--- src/v3a_pkg.sv ---
`timescale 1ns / 1ps
// ============================================================================
// v3a_pkg : shared types, codes and helpers of the vector arithmetic unit
// Fixed point format, action codes, the item carried down the pipeline and
// the rounding / saturation helpers used by front and back end.
// ============================================================================
package v3a_pkg;

    localparam int VALUE_WIDTH   = 32;
    localparam int FRACTION_BITS = 16;
    localparam int PROD_WIDTH    = 2 * VALUE_WIDTH;
    localparam int DVD_WIDTH     = 3 * VALUE_WIDTH;
    localparam int QUO_WIDTH     = VALUE_WIDTH + 1;
    localparam int ROOT_STEPS    = VALUE_WIDTH;

    localparam logic [3:0] ACT_ADD   = 4'd0;
    localparam logic [3:0] ACT_SUB   = 4'd1;
    localparam logic [3:0] ACT_SCALE = 4'd2;
    localparam logic [3:0] ACT_EQUAL = 4'd3;
    localparam logic [3:0] ACT_MAG   = 4'd4;
    localparam logic [3:0] ACT_NORM  = 4'd5;
    localparam logic [3:0] ACT_CROSS = 4'd6;
    localparam logic [3:0] ACT_DOT   = 4'd7;
    localparam logic [3:0] ACT_PROJ  = 4'd8;

    localparam logic [VALUE_WIDTH-1:0] VAL_MAX = {1'b0, {(VALUE_WIDTH-1){1'b1}}};
    localparam logic [VALUE_WIDTH-1:0] VAL_MIN = {1'b1, {(VALUE_WIDTH-1){1'b0}}};

    typedef logic [VALUE_WIDTH-1:0] t_val;

    // word travelling down the pipeline
    typedef struct packed {
        logic [3:0]                     act;
        logic [2:0][VALUE_WIDTH-1:0]    res;   // finished vector for simple actions
        t_val                           sc;    // finished scalar for dot
        logic                           eq;
        logic                           ovf;
        logic                           dz;
        logic [PROD_WIDTH-1:0]          sq;    // |A|^2
        logic [2:0]                     neg;   // sign of each quotient
        logic [2:0][DVD_WIDTH-1:0]      dvd;   // dividend per lane
        t_val                           root;  // floor sqrt of sq
    } t_item;

    typedef struct packed {
        logic [2:0][QUO_WIDTH-1:0]      quo;
        logic [2:0][PROD_WIDTH-1:0]     rem;
        logic [PROD_WIDTH-1:0]          dsr;
    } t_quo;

    // {overflow, value}: clamp a sign / magnitude pair to the value range
    function automatic logic [VALUE_WIDTH:0] sat_mag(input logic neg,
                                                     input logic [65:0] mag);
        logic [VALUE_WIDTH:0] res;
        if (!neg) begin
            if (mag > 66'(VAL_MAX)) res = {1'b1, VAL_MAX};
            else                    res = {1'b0, mag[VALUE_WIDTH-1:0]};
        end else begin
            if (mag > 66'(VAL_MIN)) res = {1'b1, VAL_MIN};
            else                    res = {1'b0, ~mag[VALUE_WIDTH-1:0] + t_val'(1)};
        end
        return res;
    endfunction

    // round to nearest, ties away from zero, drop the fraction
    function automatic logic [65:0] rnd_shift(input logic [63:0] mag);
        logic [64:0] t;
        t = {1'b0, mag} + (65'd1 << (FRACTION_BITS - 1));
        return {1'b0, t} >> FRACTION_BITS;
    endfunction

    function automatic logic [63:0] abs66(input logic signed [65:0] v);
        logic [65:0] m;
        m = v[65] ? (~v + 66'd1) : v;
        return m[63:0];
    endfunction

endpackage

--- src/v3a_back.sv ---
`timescale 1ns / 1ps
// ============================================================================
// v3a_back : quotient rounding, result select and output register
// ============================================================================
module v3a_back import v3a_pkg::*; (
    input  logic               i_clk,
    input  logic               i_rst_n,
    input  logic               i_en,
    input  logic               i_valid,
    input  t_item              i_item,
    input  t_quo               i_quo,
    output logic               o_valid,
    output logic signed [31:0] o_result_x,
    output logic signed [31:0] o_result_y,
    output logic signed [31:0] o_result_z,
    output logic signed [31:0] o_result_scalar,
    output logic               o_equal_flag,
    output logic               o_overflow_flag,
    output logic               o_divide_by_zero
);

    logic [2:0][31:0] n_res;
    logic [31:0]      n_sc;
    logic             n_eq;
    logic             n_ovf;
    logic             n_dz;

    always_comb begin
        logic [2:0][32:0] s_q;
        logic [32:0]      s_m;
        logic             up;
        logic [33:0]      qr;
        for (int i = 0; i < 3; i++) begin
            // nearest, ties up: 2*rem >= divisor
            up     = {i_quo.rem[i], 1'b0} >= {1'b0, i_quo.dsr};
            qr     = {1'b0, i_quo.quo[i]} + 34'(up);
            s_q[i] = sat_mag(i_item.neg[i], 66'(qr));
        end
        s_m   = sat_mag(1'b0, 66'(i_item.root));
        n_res = i_item.res;
        n_sc  = i_item.sc;
        n_eq  = i_item.eq;
        n_ovf = i_item.ovf;
        n_dz  = i_item.dz;
        case (i_item.act)
            ACT_NORM, ACT_PROJ: begin
                if (i_item.dz) begin
                    n_res = '0;
                    n_ovf = 1'b0;
                end else begin
                    for (int i = 0; i < 3; i++) n_res[i] = s_q[i][31:0];
                    n_ovf = s_q[0][32] | s_q[1][32] | s_q[2][32];
                end
            end
            ACT_MAG: begin
                n_sc  = s_m[31:0];
                n_ovf = s_m[32];
            end
            default: ;
        endcase
    end

    logic r_valid;

    always_ff @(posedge i_clk) begin
        if (!i_rst_n)  r_valid <= 1'b0;
        else if (i_en) r_valid <= i_valid;
    end

    logic [31:0] r_rx, r_ry, r_rz, r_sc;
    logic        r_eq, r_ovf, r_dz;

    always_ff @(posedge i_clk) begin
        if (i_en) begin
            r_rx  <= n_res[0];
            r_ry  <= n_res[1];
            r_rz  <= n_res[2];
            r_sc  <= n_sc;
            r_eq  <= n_eq;
            r_ovf <= n_ovf;
            r_dz  <= n_dz;
        end
    end

    assign o_valid          = r_valid;
    assign o_result_x       = r_rx;
    assign o_result_y       = r_ry;
    assign o_result_z       = r_rz;
    assign o_result_scalar  = r_sc;
    assign o_equal_flag     = r_eq;
    assign o_overflow_flag  = r_ovf;
    assign o_divide_by_zero = r_dz;

endmodule

--- config.mk ---
export PLATFORM = sky130hd
export DESIGN_NAME = v3a_back
export DESIGN_NICKNAME = d
export VERILOG_FILES = /design/src/v3a_pkg.sv /design/src/v3a_back.sv
export SDC_FILE = /design/constraint.sdc
export NUM_CORES = 1
export LEC_CHECK = 0
export ABC_AREA = 1
export BUFFER_PORTS_ARGS = -buffer_cell sky130_fd_sc_hd__buf_4
export CORE_AREA = 2 2 397 399
export DETAILED_ROUTE_END_ITERATION = 12
export DIE_AREA = 0 0 399 401
export GPL_ROUTABILITY_DRIVEN = 0
export RECOVER_POWER = 50
export SYNTH_ARGS = -nofsm -noshare
export SYNTH_HDL_FRONTEND = slang
export SYNTH_SLANG_ARGS = --single-unit
--- constraint.sdc ---
create_clock -name i_clk -period 5.36 [get_ports i_clk]
set_input_delay 1.072 -clock i_clk [delete_from_list [all_inputs] [get_ports i_clk]]
set_output_delay 1.072 -clock i_clk [all_outputs]
set_load 0.03 [all_outputs]
* Word level (Yosys, flattened, before mapping)
Cells that the tools add are included.
Operators by class: muxes and demuxes 15, shift operators 0, bitwise gates (word level) 5, eq/ne operators 3, add/subtract/negate cells 6, div/mod/pow operators 0, multiply operators 0, reduce and logical (&&, ||, !) cells 1, magnitude comparators 10
Operator list (number):
- 2-to-1 mux 33 bit | 10
- >= comparator 65 x 64 -> 1 bit | 3
- 2-to-1 mux 96 bit | 2
- adder 33 x 1 -> 34 bit | 3
- greater-than comparator 34 x 31 -> 1 bit (second input constant) | 3
- greater-than comparator 34 x 32 -> 1 bit (second input constant) | 3
- adder 32 x 1 -> 32 bit (second input constant) | 3
- NOT 32 bit | 3
- greater-than comparator 32 x 31 -> 1 bit (second input constant) | 1
- 2-to-1 mux 32 bit | 1
- == test 4 x 3 -> 1 bit (second input constant) | 2
- == test 4 bit (second input constant) | 1
- OR 1 bit | 2
- case mux 1 bit (2 select lines) | 1
- OR reduction 2 bit | 1
- 2-to-1 mux 1 bit | 1
Word-level totals: bits in writable memories 0, output and inout bits 132, memories 0, register bits after elaboration 132, bits in latches 0, ROM bits 0

* Longest topological paths before layout
depth in word-level cells 10, mapped depth 32, depth with buffers taken out 32

* Worst setup path before layout
Ideal clock, no wire load.
path kind in2reg, start input i_quo[32] (netlist bit), end register r_rz[22], in the netlist o_result_z[22] (data pin), cell stages on the path 25, setup slack 0.658 ns, data required time 5.108 ns, path buffers 0, arrival 4.450 ns, cells stage by stage inv_1 -> ha_1 -> nand2_1 -> nor2_1 -> nand4_1 -> nor4b_1 -> nand4_1 -> o311ai_0 -> ha_1 -> ha_1 -> inv_1 -> ha_1 -> inv_1 -> a21oi_1 -> nand3_1 -> nor2_1 -> nand3_2 -> nor2_4 -> inv_1 -> nor2_1 -> nand3_1 -> nand3_1 -> nand2_1 -> nand2_1 -> nand2_1
RTL lines:
- start, declared | line v3a_back.sv:11 | input t_quo i_quo,
- end signal, assigned | line v3a_back.sv:77 | r_rz <= n_res[2];
- end, declared | line v3a_back.sv:70 | logic [31:0] r_rx, r_ry, r_rz, r_sc;

==> impl_metrics.prom <==
# TYPE chip_impl_metric gauge
chip_impl_metric{name="worst-slew-pin-transition",unit="ps"} 3980
chip_impl_metric{name="max_cap_violations",unit=""} 2
chip_impl_info{name="critical_path.startpoint_type",value="input pin"} 1
chip_impl_metric{name="drive_above_1_share",unit="%"} 35.6
chip_impl_metric{name="floorplan.core_area",unit="um2"} 156000
chip_impl_metric{name="cts_hold_buf",unit=""} 0
chip_impl_info{name="most_frequent_cell_on_the_critical_path",value="buf_4"} 1
chip_impl_metric{name="floorplan.initialDensity",unit="%"} 11.0
chip_impl_metric{name="cts_max_level",unit=""} 4
chip_impl_metric{name="cts.sink_count",unit=""} 132
chip_impl_metric{name="regToRegSetupSlack",unit="ps"} 4530
chip_impl_metric{name="syn2layout_area_growth",unit="%"} 68.9
chip_impl_metric{name="power",unit="mW"} 4.24
chip_impl_info{name="timing.rr.end",value="o_valid"} 1
chip_impl_metric{name="ant_nets",unit=""} 0
chip_impl_metric{name="power_per_unit_of_standard_cell_area",unit="nW/um2"} 146
chip_impl_metric{name="seq_area_frac_synth",unit="%"} 23.0
chip_impl_metric{name="first_iter_violations",unit=""} 1415
chip_impl_info{name="critical_path.slowest_cell",value="o311ai_4"} 1
chip_impl_metric{name="grt_max_degree",unit=""} 67
chip_impl_info{name="setup.worst_path.end_class",value="flip-flop"} 1
chip_impl_metric{name="min_period_over_period",unit="%"} 96.7
chip_impl_metric{name="drc",unit=""} 0
chip_impl_metric{name="worstRegToRegCells",unit=""} 2
chip_impl_info{name="synthDominantAreaCellType",value="edfxtp_1"} 1
chip_impl_metric{name="worst_ep_arrival_time",unit="ps"} 5400
chip_impl_metric{name="synth_warnings",unit=""} 0
chip_impl_metric{name="io_count",unit=""} 1013
chip_impl_metric{name="number_of_buffers_added_by_the_clock_tree_synthesis_step",unit=""} 17
chip_impl_metric{name="antenna_found_initial",unit=""} 48
chip_impl_metric{name="instances_no_fill",unit=""} 5833
chip_impl_info{name="holdCritStartpoint",value="o_valid"} 1
chip_impl_metric{name="grt_first_pass_wirelength",unit="um"} 140000
chip_impl_metric{name="clockBufferDepth",unit=""} 2
chip_impl_metric{name="routed_wirelength",unit="um"} 101000
chip_impl_info{name="crit_start",value="i_quo[63]"} 1
chip_impl_metric{name="hold-worst-slack",unit="ps"} 570
chip_impl_metric{name="irDropWorstVdd",unit="V"} 0.000201
chip_impl_metric{name="cpPeakStageDelay",unit="ps"} 310
chip_impl_info{name="synthTopCellsByArea",value="edfxtp_1, nand2_1, ha_1, inv_1, nor2_1"} 1
chip_impl_metric{name="p_leak",unit="nW"} 14.1
chip_impl_metric{name="synth_seq_cells",unit=""} 132
chip_impl_metric{name="dpl_wire_length",unit="um"} 89800
chip_impl_metric{name="ys_types",unit=""} 56
chip_impl_metric{name="die_area",unit="um2"} 160000
chip_impl_metric{name="worst_path_fanout_max",unit=""} 8
chip_impl_metric{name="fp.dieH",unit="um"} 401
chip_impl_metric{name="period_needed",unit="ps"} 5180
chip_impl_info{name="worstHoldEndpoint",value="o_valid"} 1
chip_impl_metric{name="p_sw",unit="mW"} 1.60
chip_impl_metric{name="asyncSetResetFlopFracSynth",unit="%"} 0
chip_impl_metric{name="syn_area",unit="um2"} 17200
chip_impl_metric{name="grtUsageTotal",unit="%"} 12.1
chip_impl_metric{name="critPathBufInv",unit=""} 12
chip_impl_metric{name="power.combinational.fraction",unit="%"} 43.7
chip_impl_metric{name="detail_route.vias_per_cell",unit=""} 3.79
chip_impl_metric{name="min_delay_path_depth",unit=""} 2
chip_impl_metric{name="synth_fp_nets",unit=""} 3735
chip_impl_metric{name="first_global_vias",unit=""} 21300
chip_impl_metric{name="p_sw_share",unit="%"} 37.6
chip_impl_metric{name="final_setup_viols",unit=""} 0
chip_impl_metric{name="synth_edf_count",unit=""} 131
chip_impl_metric{name="final-max-slew-violation-count",unit=""} 127
chip_impl_metric{name="grt_remaining_overflow",unit=""} 0
chip_impl_metric{name="routed-via-count",unit=""} 22100
chip_impl_metric{name="drt_pre_antenna_iters",unit=""} 8
chip_impl_metric{name="postSynthAreaPerCell",unit="um2"} 6.48
chip_impl_info{name="run_status",value="finished, violations left"} 1
chip_impl_metric{name="rows",unit=""} 145
chip_impl_metric{name="place_inst",unit=""} 5768
chip_impl_metric{name="ff_latch_area",unit="um2"} 3950
chip_impl_metric{name="area_of_the_multi_input_gates",unit="um2"} 12400
chip_impl_info{name="violations",value="max-capacitance violations, max-slew violations"} 1
chip_impl_metric{name="io_buffer_count",unit=""} 660
chip_impl_metric{name="timing.final.hold_violations",unit=""} 0
chip_impl_metric{name="path_clk_slew",unit="ps"} 70
chip_impl_metric{name="highest_achievable_clock_rate",unit="MHz"} 193
chip_impl_info{name="dominantRegCellSynth",value="edfxtp_1"} 1
chip_impl_metric{name="p_seq_share",unit="%"} 30.3
chip_impl_info{name="r2r-start",value="o_valid"} 1
chip_impl_info{name="min-delay-path-class",value="flip-flop to flip-flop"} 1
chip_impl_metric{name="clk-insertion-delay-late",unit="ps"} 480
chip_impl_metric{name="layout.nets",unit=""} 4827
chip_impl_info{name="cpLargestDelayFamily",value="simple AND/OR/NAND/NOR gates"} 1
chip_impl_info{name="tritoncts",value="built"} 1
chip_impl_metric{name="top_area_cell_type_share_of_the_netlist_area",unit="%"} 22.9
chip_impl_info{name="timing.setup.critical_path_class",value="input pin to flip-flop"} 1
chip_impl_metric{name="rel_slew_slack",unit="%"} -165
chip_impl_metric{name="clkPwrFrac",unit="%"} 26.0
chip_impl_metric{name="die_x",unit="um"} 399
chip_impl_info{name="cts_root_cell",value="clkbuf_16"} 1
chip_impl_info{name="unrepaired_setup_endpoints_after_global_routing",value="yes"} 1
chip_impl_metric{name="required",unit="ps"} 5580
chip_impl_metric{name="synthesized_instance_count",unit=""} 2653
chip_impl_metric{name="cellInternalPower",unit="mW"} 2.65
chip_impl_metric{name="layout.filler_cells",unit=""} 17700
chip_impl_metric{name="fin_worst_skew",unit="ps"} 0
chip_impl_metric{name="totalNegativeSetupSlack",unit="ps"} 0
chip_impl_metric{name="post_drt_wl_per_cell",unit="um"} 17.3
==> state kept, by name, indices dropped and copies added (netlist names) <==
register,flops
o_equal_flag,1
o_valid,1
o_result_z,32
o_overflow_flag,1
o_result_x,32
o_result_y,32
o_divide_by_zero,1
o_result_scalar,32
==> per-stage QoR <==
step | cell area, um2 | util, % | setup WS [ps]
finish | 29100 | 18.7 | 178
global route | 29000 | 18.6 | -65.9
CTS | 28600 | 18.4 | -63.6
detailed placement | 28000 | 18.0 | -1020
global placement | 28000 | 18.0 | -987
floorplan | 17200 | - | 658
==> how the worst max path moves through the flow <==
| stage | endpoint | slack, ps | cells after the start |
|---|---|---|---|
| 2_1_floorplan | o_result_z[22] | 660 | 25 |
| 3_3_place_gp | o_result_x[31] | -990 | 32 |
| 3_5_place_dp | o_result_x[31] | -1020 | 32 |
| 4_1_cts | o_result_x[31] | -60 | 32 |
| 5_1_grt | o_result_x[31] | -70 | 33 |
| 6_report | o_result_z[14] | 180 | 34 |
==> worst register-to-register path, delay by kind of cell, from the launching register on <==
family | cells | cell delay, ps
AO/OA/AOI/OAI | 2 | 250
flip-flops | 1 | 310
==> cell families (layout without fill, tap and decap cells) <==
logic type                 count (synthesis)  count (layout)  share of synthesized area (%)
and+or+nand+nor                         1562            1562                           40.0
buffers and inverters                    358            1462                           8.21
AOI/OAI and AO/OA                        356             356                           11.9
adders and majority gates                201             201                           14.6
DFF                                      132             132                           23.0
xor gates and xnor gates                  44              44                           2.28
other                                      0              18                              0
==> layout make-up <==
cell class | count | area share (%)
Multi-Input combinational cell | 2163 | 42.6
Clock buffer | 18 | 1.48
Antenna cell | 18 | 0.155
Inverter | 313 | 4.09
Sequential cell | 132 | 13.6
Tap cell | 2058 | 8.86
Clock inverter | 13 | 0.301
Timing Repair Buffer | 1118 | 28.9
==> power groups by stage <==
stage               clock network (mW)  registers (mW)  logic [mW]
floorplan                            0            1.49       0.619
global placement                     0            1.30        1.81
detailed placement                   0            1.31        1.84
CTS                               1.15            1.28        1.86
global route                      1.19            1.29        2.03
finish                            1.10            1.29        1.85
==> layout by cell type, fill, tap and decap left out, types with 15 or more instances in the layout <==
master / instances
a21oi_1: 107
nor2_2: 40
xnor2_1: 15
nor2_1: 270
nor3_1: 24
nor2_4: 31
nand3_2: 18
buf_12: 15
nand3_1: 156
xor2_1: 26
nand4_1: 62
ha_1: 192
o21ai_2: 30
o21ai_1: 20
nand2_2: 59
buf_4: 1034
diode_2: 18
clkbuf_16: 17
nand3b_1: 23
clkbuf_1: 57
edfxtp_1: 131
inv_1: 297
nand2_1: 840
o21ai_0: 136
==> routing by layer <==
metal / track usage, % / wire [um] / vias up
li1: - / - / 11000
met1: 13.6 / 39700 / 9945
met2: 19.7 / 45500 / 926
met3: 4.07 / 9000 / 195
met4: 7.40 / 6430 / 40
met5: 0 / 276 / -
==> cell usage after synthesis (all sizes together) (3+ instances only) <==
cell,number
nand2,911
nor2,344
inv,313
ha,201
o21ai,188
nand3,181
edfxtp,131
a21oi,110
nand4,62
xor2,28
clkbuf,26
nor3,26
nand3b,23
buf,19
xnor2,16
o21bai,9
nor4,7
o211ai,7
o22ai,7
o21a,6
a211oi,5
a31oi,4
o31ai,4
and2,3
o2111ai,3
==> repair_timing <==
item	4_1_cts	5_1_grt
pin swaps	9	51
setup buffers	1	15
setup endpoints to repair	43	96
resized for setup	27	122
Power figures use the tool's default switching activity.
